File: config.mk
export PLATFORM = sky130hd
export DESIGN_NAME = led_fire_effect_generator
export DESIGN_NICKNAME = d
export VERILOG_FILES = /design/src/sv/lfe_pkg.sv /design/src/sv/led_fire_effect_generator.sv /design/src/sv/lfe_heat_ram.sv
export SDC_FILE = /design/constraint.sdc
export NUM_CORES = 1
export LEC_CHECK = 0
export BUFFER_PORTS_ARGS = -buffer_cell sky130_fd_sc_hd__buf_2
export CAP_MARGIN = 10
export CORE_AREA = 2 2 272 274
export DETAILED_ROUTE_END_ITERATION = 8
export DIE_AREA = 0 0 274 276
export GPL_ROUTABILITY_DRIVEN = 0
export PLACE_DENSITY_LB_ADDON = 0.15
export SYNTH_ARGS = -nofsm -noshare
export SYNTH_HDL_FRONTEND = slang
export SYNTH_SLANG_ARGS = --single-unit
export TNS_END_PERCENT = 5
File: constraint.sdc
create_clock -name clk -period 25.8 [get_ports clk]
set_input_delay 5.16 -clock clk [delete_from_list [all_inputs] [get_ports clk]]
set_output_delay 5.16 -clock clk [all_outputs]
set_load 0.01 [all_outputs]
File: src/sv/lfe_pkg.sv
// ----------------------------------------------------------------------------
// lfe_pkg
// shared types, constants and helpers of the led fire effect generator
// ----------------------------------------------------------------------------
package lfe_pkg;

    localparam int LED_COUNT_DEF  = 32;
    localparam int SPARK_ZONE_DEF = 7;

    localparam logic [1:0] REG_COOLING = 2'd0;
    localparam logic [1:0] REG_SPARK   = 2'd1;
    localparam logic [1:0] REG_BURST   = 2'd2;
    localparam logic [1:0] REG_SEED    = 2'd3;

    localparam logic [7:0]  COOLING_RST = 8'd22;
    localparam logic [7:0]  SPARK_RST   = 8'd120;
    localparam logic [9:0]  BURST_RST   = 10'd150;
    localparam logic [31:0] SEED_RST    = 32'd1;

    localparam logic [12:0] TOTAL_MAX = 13'd8191;

    typedef enum logic [3:0] {
        ST_IDLE,
        ST_CLEAR,
        ST_COOL,
        ST_DIFF_RD,
        ST_DIFF_WR,
        ST_SPARK_TEST,
        ST_SPARK_CELL,
        ST_SPARK_RD,
        ST_SPARK_ADD,
        ST_END,
        ST_OUT_RD,
        ST_OUT
    } lfe_state_t;

    // xorshift32 step
    function automatic logic [31:0] xs32(input logic [31:0] v);
        logic [31:0] x;
        x = v;
        x = x ^ (x << 13);
        x = x ^ (x >> 17);
        x = x ^ (x << 5);
        return x;
    endfunction

    // heat to rgb palette
    // t = round(h*191/255) as (191h+127)/255 by reciprocal multiplication
    function automatic logic [23:0] heat_color(input logic [7:0] h);
        logic [31:0] prod;
        logic [7:0]  t;
        logic [7:0]  ramp;
        prod = 32'(h) * 32'd12566654 + 32'd8355838;
        t    = prod[31:24];
        ramp = {t[5:0], 2'b00};
        if (t > 8'h80)
            return {8'd255, 8'd255, ramp};
        else if (t > 8'h40)
            return {8'd255, ramp, 8'd0};
        else
            return {ramp, 16'd0};
    endfunction

endpackage

File: src/sv/led_fire_effect_generator.sv
// ----------------------------------------------------------------------------
// led_fire_effect_generator
// fire animation on a strip of leds, one pixel stream per frame request
// ----------------------------------------------------------------------------
// channel  | handshake          | payload
// in       | in_valid/in_ready  | restart
// out      | out_valid/out_ready| pixel_index red green blue last phase
//          |                    | heat_total burned_out
// cfg      | cfg_we             | cfg_index cfg_data
//
// after the accepting cycle a frame runs a clear sweep (on a restart or the first frame),
// then cooling, on burning frames diffusion and a spark test (plus a spark when it fires),
// then end and output; one heat memory port pair and one prng stepper serve every phase.
// in_ready is high only in idle; the out register holds while out_ready is low.
// reset clears control, heat store cleared by a sweep on the first frame.
// ----------------------------------------------------------------------------
module led_fire_effect_generator
    import lfe_pkg::*;
#(
    parameter int LED_COUNT  = LED_COUNT_DEF,
    parameter int SPARK_ZONE = SPARK_ZONE_DEF
)
(
    input  logic        clk,
    input  logic        rst_n,
    input  logic        in_valid,
    output logic        in_ready,
    input  logic        restart,
    output logic        out_valid,
    input  logic        out_ready,
    output logic [4:0]  pixel_index,
    output logic [7:0]  red,
    output logic [7:0]  green,
    output logic [7:0]  blue,
    output logic        last,
    output logic        phase,
    output logic [12:0] heat_total,
    output logic        burned_out,
    input  logic        cfg_we,
    input  logic [1:0]  cfg_index,
    input  logic [31:0] cfg_data
);

    localparam int AW = $clog2(LED_COUNT);
    localparam logic [AW-1:0] TOP = AW'(LED_COUNT - 1);
    localparam logic [15:0] ZONE16 = 16'(SPARK_ZONE);
    localparam logic [15:0] SPAN_RECIP = 16'(((2 ** 18) + LED_COUNT - 1) / LED_COUNT);

    lfe_state_t state_reg, state_next;

    logic [7:0]    cooling_reg;
    logic [7:0]    spark_reg;
    logic [9:0]    burst_reg;
    logic [31:0]   seed_reg;
    logic [31:0]   prng_reg, prng_next;
    logic [9:0]    frames_reg, frames_next;
    logic          phase_reg, phase_next;
    logic          fphase_reg, fphase_next;
    logic          burned_reg, burned_next;
    logic          dirty_reg, dirty_next;
    logic [AW-1:0] cnt_reg, cnt_next;
    logic [1:0]    sub_reg, sub_next;
    logic [12:0]   total_reg, total_next;
    logic [7:0]    hold_reg, hold_next;
    logic [8:0]    span_reg, span_next;
    logic [AW-1:0] cell_reg, cell_next;
    logic          ov_reg, ov_next;
    logic [4:0]    pidx_reg, pidx_next;
    logic [23:0]   rgb_reg, rgb_next;
    logic          olast_reg, olast_next;
    logic          ophase_reg, ophase_next;
    logic [12:0]   otot_reg, otot_next;
    logic          oburn_reg, oburn_next;

    logic          we;
    logic [AW-1:0] waddr, raddr;
    logic [7:0]    wdata, rdata;

    logic [31:0]   draw;
    logic [15:0]   rnd;
    logic [24:0]   mul;
    logic [7:0]    cool_sel;
    logic [11:0]   cool_x10;
    logic [27:0]   span_prod;
    logic [8:0]    span_c;
    logic [8:0]    cool_amt;
    logic [7:0]    cooled;
    logic [9:0]    dsum;
    logic [19:0]   dprod;
    logic [8:0]    ssum;
    logic [AW-1:0] idx;
    logic [13:0]   tsum;

    lfe_heat_ram #(.DEPTH(LED_COUNT)) u_ram (
        .clk   (clk),
        .we    (we),
        .waddr (waddr),
        .wdata (wdata),
        .raddr (raddr),
        .rdata (rdata)
    );

    assign draw = xs32(prng_reg);
    assign rnd  = draw[31:16];
    assign idx  = cnt_reg;
    assign mul  = 25'(rnd) * 25'(span_reg);
    assign cool_amt = mul[24:16];
    assign cooled   = (cool_amt > 9'(rdata)) ? 8'd0 : 8'(9'(rdata) - cool_amt);
    assign tsum     = 14'(total_reg) + 14'(cooled);
    // span = (c*10)/LED_COUNT + 2 by reciprocal multiplication
    assign cool_sel  = fphase_reg ? {1'b0, cooling_reg[7:1]} : cooling_reg;
    assign cool_x10  = 12'(cool_sel) * 12'd10;
    assign span_prod = 28'(cool_x10) * 28'(SPAN_RECIP);
    assign span_c    = 9'(span_prod[27:18]) + 9'd2;

    always_ff @(posedge clk or negedge rst_n)
    begin
        if (!rst_n)
        begin
            cooling_reg <= COOLING_RST;
            spark_reg   <= SPARK_RST;
            burst_reg   <= BURST_RST;
            seed_reg    <= SEED_RST;
        end
        else if (cfg_we)
        begin
            case (cfg_index)
                REG_COOLING: cooling_reg <= cfg_data[7:0];
                REG_SPARK:   spark_reg   <= cfg_data[7:0];
                REG_BURST:   burst_reg   <= cfg_data[9:0];
                REG_SEED:    seed_reg    <= cfg_data;
                default:     ;
            endcase
        end
    end

    always_ff @(posedge clk or negedge rst_n)
    begin
        if (!rst_n)
        begin
            state_reg  <= ST_IDLE;
            prng_reg   <= SEED_RST;
            frames_reg <= BURST_RST;
            fphase_reg <= 1'b0;
            dirty_reg  <= 1'b1;
            ov_reg     <= 1'b0;
            cnt_reg    <= '0;
            sub_reg    <= '0;
        end
        else
        begin
            state_reg  <= state_next;
            prng_reg   <= prng_next;
            frames_reg <= frames_next;
            fphase_reg <= fphase_next;
            dirty_reg  <= dirty_next;
            ov_reg     <= ov_next;
            cnt_reg    <= cnt_next;
            sub_reg    <= sub_next;
        end
    end

    always_ff @(posedge clk)
    begin
        phase_reg <= phase_next;
        burned_reg <= burned_next;
        total_reg <= total_next;
        hold_reg  <= hold_next;
        span_reg  <= span_next;
        cell_reg  <= cell_next;
        pidx_reg  <= pidx_next;
        rgb_reg   <= rgb_next;
        olast_reg <= olast_next;
        ophase_reg <= ophase_next;
        otot_reg  <= otot_next;
        oburn_reg <= oburn_next;
    end

    // next state
    always_comb
    begin
        state_next = state_reg;
        case (state_reg)
            ST_IDLE:
                if (in_valid)
                    state_next = (restart || dirty_reg) ? ST_CLEAR : ST_COOL;
            ST_CLEAR:
                if (idx == TOP) state_next = ST_COOL;
            ST_COOL:
                if (sub_reg == 2'd2 && idx == TOP)
                    state_next = fphase_reg ? ST_END : ST_DIFF_RD;
            ST_DIFF_RD:
                if (sub_reg == 2'd2) state_next = ST_DIFF_WR;
            ST_DIFF_WR:
                state_next = (idx == AW'(2)) ? ST_SPARK_TEST : ST_DIFF_RD;
            ST_SPARK_TEST:
                state_next = (rnd[15:8] < spark_reg) ? ST_SPARK_CELL : ST_END;
            ST_SPARK_CELL:
                state_next = ST_SPARK_RD;
            ST_SPARK_RD:
                state_next = ST_SPARK_ADD;
            ST_SPARK_ADD:
                state_next = ST_END;
            ST_END:
                state_next = ST_OUT_RD;
            ST_OUT_RD:
                if (sub_reg == 2'd1 && (!ov_reg || out_ready)) state_next = ST_OUT;
            ST_OUT:
                if (!ov_reg || out_ready)
                    state_next = (idx == TOP) ? ST_IDLE : ST_OUT_RD;
            default:
                state_next = ST_IDLE;
        endcase
    end

    // datapath and outputs
    always_comb
    begin
        prng_next   = prng_reg;
        frames_next = frames_reg;
        fphase_next = fphase_reg;
        phase_next  = phase_reg;
        burned_next = burned_reg;
        dirty_next  = dirty_reg;
        cnt_next    = cnt_reg;
        sub_next    = sub_reg;
        total_next  = total_reg;
        hold_next   = hold_reg;
        span_next   = span_reg;
        cell_next   = cell_reg;
        ov_next     = ov_reg;
        pidx_next   = pidx_reg;
        rgb_next    = rgb_reg;
        olast_next  = olast_reg;
        ophase_next = ophase_reg;
        otot_next   = otot_reg;
        oburn_next  = oburn_reg;
        we          = 1'b0;
        waddr       = idx;
        wdata       = 8'd0;
        raddr       = idx;
        dsum        = '0;
        dprod       = '0;
        ssum        = '0;

        if (ov_reg && out_ready)
            ov_next = 1'b0;

        case (state_reg)
            ST_IDLE:
                if (in_valid)
                begin
                    cnt_next    = '0;
                    sub_next    = '0;
                    total_next  = '0;
                    burned_next = 1'b0;
                    if (restart)
                    begin
                        prng_next   = (seed_reg == 32'd0) ? 32'd1 : seed_reg;
                        frames_next = burst_reg;
                        fphase_next = 1'b0;
                    end
                end
            ST_CLEAR:
            begin
                we = 1'b1;
                dirty_next = 1'b0;
                cnt_next = (idx == TOP) ? '0 : cnt_reg + 1'b1;
            end
            ST_COOL:
            begin
                phase_next = fphase_reg;
                case (sub_reg)
                    2'd0:
                    begin
                        span_next = span_c;
                        sub_next  = 2'd1;
                    end
                    2'd1:
                        sub_next = 2'd2;
                    default:
                    begin
                        prng_next  = draw;
                        we         = 1'b1;
                        wdata      = cooled;
                        total_next = (tsum > 14'(TOTAL_MAX)) ? TOTAL_MAX : tsum[12:0];
                        sub_next   = 2'd0;
                        cnt_next   = (idx == TOP) ? TOP : cnt_reg + 1'b1;
                    end
                endcase
            end
            ST_DIFF_RD:
                case (sub_reg)
                    2'd0:
                    begin
                        raddr    = idx - AW'(1);
                        sub_next = 2'd1;
                    end
                    2'd1:
                    begin
                        raddr     = idx - AW'(2);
                        hold_next = rdata;
                        sub_next  = 2'd2;
                    end
                    default:
                    begin
                        raddr    = idx - AW'(2);
                        sub_next = 2'd2;
                    end
                endcase
            ST_DIFF_WR:
            begin
                // divide by 3 as multiply by 683 and shift by 11
                dsum     = 10'(hold_reg) + {1'b0, rdata, 1'b0};
                dprod    = 20'(dsum) * 20'd683;
                we       = 1'b1;
                wdata    = 8'(dprod >> 11);
                sub_next = 2'd0;
                cnt_next = cnt_reg - 1'b1;
            end
            ST_SPARK_TEST:
                prng_next = draw;
            ST_SPARK_CELL:
            begin
                prng_next = draw;
                cell_next = ((32'(rnd) * 32'(ZONE16)) >> 16) >= 32'(LED_COUNT) ? TOP
                          : AW'((32'(rnd) * 32'(ZONE16)) >> 16);
            end
            ST_SPARK_RD:
                raddr = cell_reg;
            ST_SPARK_ADD:
            begin
                prng_next = draw;
                ssum  = 9'(rdata) + 9'd160 + 9'((24'(rnd) * 24'd95) >> 16);
                we    = 1'b1;
                waddr = cell_reg;
                wdata = ssum[8] ? 8'd255 : ssum[7:0];
            end
            ST_END:
            begin
                cnt_next = '0;
                sub_next = '0;
                if (!fphase_reg)
                begin
                    if (frames_reg <= 10'd1)
                    begin
                        frames_next = '0;
                        fphase_next = 1'b1;
                    end
                    else
                        frames_next = frames_reg - 1'b1;
                end
                else if (total_reg == 13'd0)
                begin
                    burned_next = 1'b1;
                    fphase_next = 1'b0;
                    frames_next = burst_reg;
                end
            end
            ST_OUT_RD:
            begin
                raddr = TOP - idx;
                if (sub_reg == 2'd0)
                    sub_next = 2'd1;
            end
            ST_OUT:
                if (!ov_reg || out_ready)
                begin
                    ov_next     = 1'b1;
                    pidx_next   = 5'(idx);
                    rgb_next    = heat_color(rdata);
                    olast_next  = (idx == TOP);
                    ophase_next = phase_reg;
                    otot_next   = (idx == TOP) ? total_reg : 13'd0;
                    oburn_next  = (idx == TOP) ? burned_reg : 1'b0;
                    cnt_next    = cnt_reg + 1'b1;
                    sub_next    = 2'd0;
                end
            default: ;
        endcase
    end

    assign in_ready    = (state_reg == ST_IDLE);
    assign out_valid   = ov_reg;
    assign pixel_index = pidx_reg;
    assign red         = rgb_reg[23:16];
    assign green       = rgb_reg[15:8];
    assign blue        = rgb_reg[7:0];
    assign last        = olast_reg;
    assign phase       = ophase_reg;
    assign heat_total  = otot_reg;
    assign burned_out  = oburn_reg;

    a_ready_idle: assert property (@(posedge clk) disable iff (!rst_n)
        (in_valid && in_ready) |=> !in_ready)
        else $error("accepted a second frame while busy");
    a_out_hold: assert property (@(posedge clk) disable iff (!rst_n)
        (out_valid && !out_ready) |=> (out_valid && $stable(pixel_index)))
        else $error("pixel dropped under stall");
    a_burn_last: assert property (@(posedge clk) disable iff (!rst_n)
        (out_valid && burned_out) |-> (last && phase))
        else $error("burned_out off the last cooldown pixel");
    a_total_last: assert property (@(posedge clk) disable iff (!rst_n)
        (out_valid && !last) |-> (heat_total == 13'd0))
        else $error("heat total outside last pixel");

endmodule

File: src/sv/lfe_heat_ram.sv
// ----------------------------------------------------------------------------
// lfe_heat_ram
// heat store, one write port and one registered read port
// ----------------------------------------------------------------------------
module lfe_heat_ram
    import lfe_pkg::*;
#(
    parameter int DEPTH = LED_COUNT_DEF,
    localparam int AW = $clog2(DEPTH)
)
(
    input  logic          clk,
    input  logic          we,
    input  logic [AW-1:0] waddr,
    input  logic [7:0]    wdata,
    input  logic [AW-1:0] raddr,
    output logic [7:0]    rdata
);

    logic [7:0] mem [DEPTH];

    always_ff @(posedge clk)
    begin
        if (we)
            mem[waddr] <= wdata;
        rdata <= mem[raddr];
    end

endmodule
After elaboration in Yosys (flattened, before gate mapping)
Memories as Yosys holds them, arrays and structs flattened. A register that Yosys moved wholly into a read port is not among the register bits.
Index checks and enable logic that the tools add are counted.
{"block": "word_totals", "mem_count": 1, "wordCells": 189, "latchBits": 0, "regBits": 196, "output_inout_bits": 47, "input_bits": 40, "rom_bits": 0, "ramBits": 256}
{"name": "u_ram.mem", "depth": 32, "word_bits": 8, "rd": 1, "rd_clocked_by_memory_dff": 1, "wr": 1, "line": "lfe_heat_ram.sv:20", "text": "logic [7:0] mem [DEPTH];"}
{"block": "op_classes", "n_eq_ne": 30, "div": 0, "add_sub_neg": 12, "n_lt_le_gt_ge": 7, "n_shift": 0, "mul": 6, "n_reduce_logical": 36, "bitwise_logic": 3, "n_mux": 67}
{"cell": "32-bit two-way mux", "count": 4}
{"cell": "32-bit one-hot mux with 3 select lines", "count": 1}
{"cell": "32-bit bitwise XOR", "count": 2}
{"cell": "10-bit two-way mux", "count": 5}
{"cell": "4-bit one-hot mux with 12 select lines", "count": 1}
{"cell": "5-bit two-way mux", "count": 8}
{"cell": "8-bit two-way mux", "count": 5}
{"cell": "13-bit two-way mux", "count": 3}
{"cell": "4-bit two-way mux", "count": 9}
{"cell": "32-bit by 23-bit adder with 32-bit output (second input constant)", "count": 1}
{"cell": "32-bit zero test", "count": 1}
{"cell": "32-bit by 15-bit bitwise XOR with 32-bit output", "count": 1}
{"cell": "8-bit by 23-bit multiplier with 31-bit output (second input constant)", "count": 1}
{"cell": "5-bit one-hot mux with 6 select lines", "count": 1}
{"cell": "13-bit one-hot mux with 2 select lines", "count": 1}
{"cell": "16-bit by 9-bit multiplier with 25-bit output", "count": 1}
{"cell": "8-bit one-hot mux with 3 select lines", "count": 1}
{"cell": "16-bit by 7-bit multiplier with 23-bit output (second input constant)", "count": 1}
{"cell": "2-bit inequality test (second input constant)", "count": 10}
{"cell": "10-bit one-hot mux with 2 select lines", "count": 1}
{"cell": "4-bit AND reduction", "count": 5}
{"cell": "10-bit by 10-bit multiplier with 19-bit output (second input constant)", "count": 1}
{"cell": "16-bit by 3-bit multiplier with 19-bit output (second input constant)", "count": 1}
{"cell": "18-bit two-way mux", "count": 1}
{"cell": "50 further kinds", "count": 95}

Depth between registers and ports, before layout
{"block": "depth", "ltp_word": 11, "ltp_mapped": 47, "depth_no_buf": 46}

Hierarchy
From an unflattened synthesis, not the netlist that was laid out.
{"block": "unflattened", "hier_cells": 2775, "hier_area_um2": 32847.8}
{"module": "led_fire_effect_generator", "seq_area_each_um2": 5127.4, "cells_each": 2358, "area_per_inst_um2": 22794.4, "instances": 1}
{"module": "lfe_heat_ram", "seq_area_each_um2": 7847.5, "cells_each": 417, "area_per_inst_um2": 10053.4, "instances": 1}

Worst setup path after synthesis
Ideal clock, no wire load.
{"block": "synth_path", "path_type": "reg-to-reg", "from": "register prng_reg[6]", "to": "register total_reg[1] (data pin)", "n_path_buf": 1, "t_arrival_ps": 9344, "path_stages_with_launch": 44, "required_ps": 25530, "setup_ps": 270, "period_less_slack_ps": 9614, "slack_ps": 16186, "cell_sequence": "dfrtp_1 xnor2_1 xor2_1 clkbuf_1 and2_1 fa_1 fa_1 fa_1 inv_1 fa_1 inv_1 ha_1 a21o_1 a21oi_1 and2b_2 o31ai_2 a31oi_4 o21ai_0 [... 8 more ...] nand2b_1 a21oi_1 and2b_2 o22a_2 or3_1 inv_1 ha_1 a21o_1 a21oi_1 o21ai_0 a21oi_1 o21ai_0 a21oi_1 nor2b_1 o21ai_0 nor2_1 nand3_1 a21oi_1"}
{"block": "synth_between", "elab_chain_len": 11, "elab_cells_between_ends": 12, "classes_between": "2 x add/sub; 1 x mul; 2 x order compare; 4 x mux; 3 x bitwise"}
{"item": "start, declared", "line": "led_fire_effect_generator.sv:55", "text": "logic [31:0] prng_reg, prng_next;"}
{"item": "start signal, assigned", "line": "led_fire_effect_generator.sv:153", "text": "prng_reg <= prng_next;"}
{"item": "32-bit bitwise XOR *", "line": "lfe_pkg.sv:41", "text": "x = x ^ (x << 13);"}
{"item": "32-bit by 15-bit bitwise XOR with 32-bit output *", "line": "lfe_pkg.sv:42", "text": "x = x ^ (x >> 17);"}
{"item": "32-bit bitwise XOR *", "line": "lfe_pkg.sv:43", "text": "x = x ^ (x << 5);"}
{"item": "16-bit by 9-bit multiplier with 25-bit output *", "line": "led_fire_effect_generator.sv:106", "text": "assign mul = 25'(rnd) * 25'(span_reg);"}
{"item": "8-bit subtractor / 9-bit by 8-bit greater-than comparator with 1-bit output (equally long branches)", "line": "led_fire_effect_generator.sv:108", "text": "assign cooled = (cool_amt > 9'(rdata)) ? 8'd0 : 8'(9'(rdata) - cool_amt);"}
{"item": "8-bit two-way mux *", "line": "led_fire_effect_generator.sv:108"}
{"item": "13-bit by 8-bit adder with 14-bit output *", "line": "led_fire_effect_generator.sv:109", "text": "assign tsum = 14'(total_reg) + 14'(cooled);"}
{"item": "14-bit by 13-bit greater-than comparator with 1-bit output", "line": "led_fire_effect_generator.sv:286", "text": "total_next = (tsum > 14'(TOTAL_MAX)) ? TOTAL_MAX : tsum[12:0];"}
{"item": "13-bit two-way mux *", "line": "led_fire_effect_generator.sv:286"}
{"item": "13-bit two-way mux *", "line": "led_fire_effect_generator.sv:273", "text": "case (sub_reg)"}
{"item": "13-bit one-hot mux with 2 select lines *", "line": "led_fire_effect_generator.sv:249", "text": "case (state_reg)"}
{"item": "end signal, assigned", "line": "led_fire_effect_generator.sv:167", "text": "total_reg <= total_next;"}
{"item": "end, declared", "line": "led_fire_effect_generator.sv:63", "text": "logic [12:0] total_reg, total_next;"}
Every way passes the cells marked *; elsewhere a longest branch is shown, timed or not. The select of a mux whose other input is x is not followed.
A chain may end at the register's enable or synchronous reset.

Worst setup path after layout
{"block": "layout_path", "from": "register prng_reg[6]", "to": "register total_reg[3] (data pin)"}
Same word-level chain as after synthesis.

==> results.json <==
{
  "status": "complete, no violations",
  "portBuffers": 84,
  "setup_viol": 0,
  "setup_tns_ns": 0,
  "cp-start-kind": "flip-flop",
  "fin_nets": 3650,
  "synth.distinct_cells": 102,
  "path_delay_family": "compound AO/OA/AOI/OAI gates",
  "synthFlopType": "edfxtp_1",
  "drt_iter0_drc": 1764,
  "start_util_pct": 45.5,
  "clk_pin_slew_worst_paths_ns": 0.06,
  "critical_path_buf_inv_count": 4,
  "finalHoldViolCount": 0,
  "r2r_end": "total_reg[3]",
  "max_cap_viol_count": 0,
  "die_w_um": 274,
  "grt_overflow": 0,
  "synth_area_leaders": "edfxtp_1 30%, fa_1 12%, ha_1 12%",
  "cts_buffers": 51,
  "path_depth": 43,
  "viasPerCell": 5.61,
  "grt_usage_pct": 21.5,
  "regToRegSetupSlack_ns": 15.64,
  "rsz0062_at_grt": "no",
  "crit_end": "total_reg[3]",
  "grt_pass1_vias": 23100,
  "syn_area_um2": 33100,
  "synth_edf_count": 331,
  "fin_worst_skew_ns": 0.0558,
  "relSlewSlack_pct": 17.4,
  "post-route-min-period_ns": 10.16,
  "root_buffer": "clkbuf_16",
  "antenna_cells": 0,
  "hold_class": "flip-flop to flip-flop",
  "synth_top_area_share_pct": 30.1,
  "antenna_found_initial": 3,
  "synth_common_cells": "331 x edfxtp_1, 313 x ha_1, 301 x inv_1",
  "ys_seq_area_share_pct": 39.3,
  "die_area_um2": 75600,
  "postSynth.asyncResetShare_pct": 25.2,
  "drc_errors": 0,
  "die_h_um": 276,
  "crit_fanout": 17,
  "r2r_cells": 43,
  "synth_warnings": 0,
  "reg2reg_from": "prng_reg[6]",
  "drive_gt1_share_pct": 11.1,
  "ctsHoldBuffers": 0,
  "wl_um": 81200,
  "ys_ff_latch": 453,
  "insertion_delay_ns": 0.64,
  "rows": 99,
  "fmax_mhz": 98.5,
  "yosysMostFrequentCell": "edfxtp_1",
  "antenna_left": 0,
  "ctsLongestPathBuffers": 3,
  "critPathCaptureType": "flip-flop",
  "largest_register_ff_count": 256,
  "cts_htree_levels": 2,
  "avgSynthCellArea_um2": 10.8,
  "worst-endpoint-required_ns": 26.11,
  "grt_pass1_wl_um": 129000,
  "synthCells": 3051,
  "worst_path_largest_cell_delay_ns": 0.55,
  "avgRoutedWirePerCell_um": 19.8,
  "post-dp-hpwl_um": 58400,
  "drv_slew": 0,
  "cts_tree": "yes",
  "slowest_stage": "fa_1",
  "dr.pass1.iters": 6,
  "syn_to_final_growth_pct": 9.85,
  "num_vias": 22900,
  "critPathKind": "flip-flop to flip-flop",
  "coreArea_um2": 72600,
  "yosysTopAreaCell": "edfxtp_1",
  "io_pins": 87,
  "startpoint": "prng_reg[6]",
  "grt_max_degree": 95,
  "tightestPinTransition_ns": 1.23,
  "timing.final.crit_share_pct": 39.4,
  "cts_setup_buffers": 0,
  "arrival_ns": 10.47,
  "cts_sinks": 453,
  "cp_common_cell": "a21oi_1",
  "nFillCells": 6546,
  "ctsResizeCount": 0
}
## cell usage in the layout (no fill, tap or decap), drive strengths merged, types with 12 or more instances in the layout
master	n
a211oi	91
a21o	40
a21oi	149
a22oi	14
a311oi	33
a31oi	49
and2	169
buf	128
clkbuf	58
clkinv	22
dfrtp	96
dfstp	18
edfxtp	331
fa	201
ha	313
inv	302
mux2	65
mux2i	23
nand2	254
nand2b	16
nand3	37
nand4	16
nor2	152
nor2b	32
nor3	51
nor4	23
o211ai	12
o21a	24
o21ai	108
o21bai	15
xnor2	85
xor2	47
## through the flow
stage | instance area, um2 | hold slack, ns | instances | setup slack [ns] | util [%]
after global routing | 36300 | 0.482 | 4092 | 14.81 | 50.0
after CTS | 36300 | 0.473 | 4092 | 15.59 | 50.0
after global placement | 34600 | 0.453 | 4001 | 15.86 | 47.6
after detailed placement | 34600 | 0.462 | 4002 | 15.60 | 47.6
after floorplan | 33100 | 0.400 | 3053 | 16.19 | -
final | 36300 | 0.472 | 4092 | 15.64 | 50.0
## layer usage
layer	share of wire, %	GRT usage [%]	wire length (um)	vias to the layer above
li1	-	-	-	10900
met1	46	31.1	37600	11400
met2	47	34.3	37900	536
met3	5.2	3.19	4190	97
met4	1.9	4.72	1510	4
met5	0.023	0	19	-
## worst min-delay path by stage
stage	start	end	cells past startpoint
after floorplan	phase_reg	phase	0
after global placement	burst_reg[4]	frames_reg[4]	2
after detailed placement	burst_reg[4]	frames_reg[4]	2
after CTS	dirty_reg	dirty_reg	1
after global routing	dirty_reg	dirty_reg	1
final	burst_reg[4]	frames_reg[4]	2
## cell families after synthesis
logic type                 share of synthesized area (%)
AOI/OAI and AO/OA                                   13.2
xor gates and xnor gates                            3.66
adders and majority gates                           24.0
and+or+nand+nor                                     11.8
muxes                                               2.91
DFF                                                 39.3
buffers and inverters                               5.13
other                                             0.0113
## layout make-up
class | count | area, um2 | share of cell area [%]
multi-input cells | 2161 | 18500 | 51.0
flip-flops and latches | 453 | 13000 | 35.7
clock buffers | 58 | 1330 | 3.67
well taps | 959 | 1200 | 3.30
inverters | 301 | 1130 | 3.11
repair buffers | 128 | 751 | 2.07
clock inverters | 32 | 410 | 1.13
## tightest hold or removal path: cells and delay by family (launching register included)
kind / cells / cell delay [ns]
flops: 1 / 0.37
simple gates: 2 / 0.09
Power is left out: the tool's default activity adds up to more than one toggle a clock period on the data nets, which glitch-free logic cannot reach.
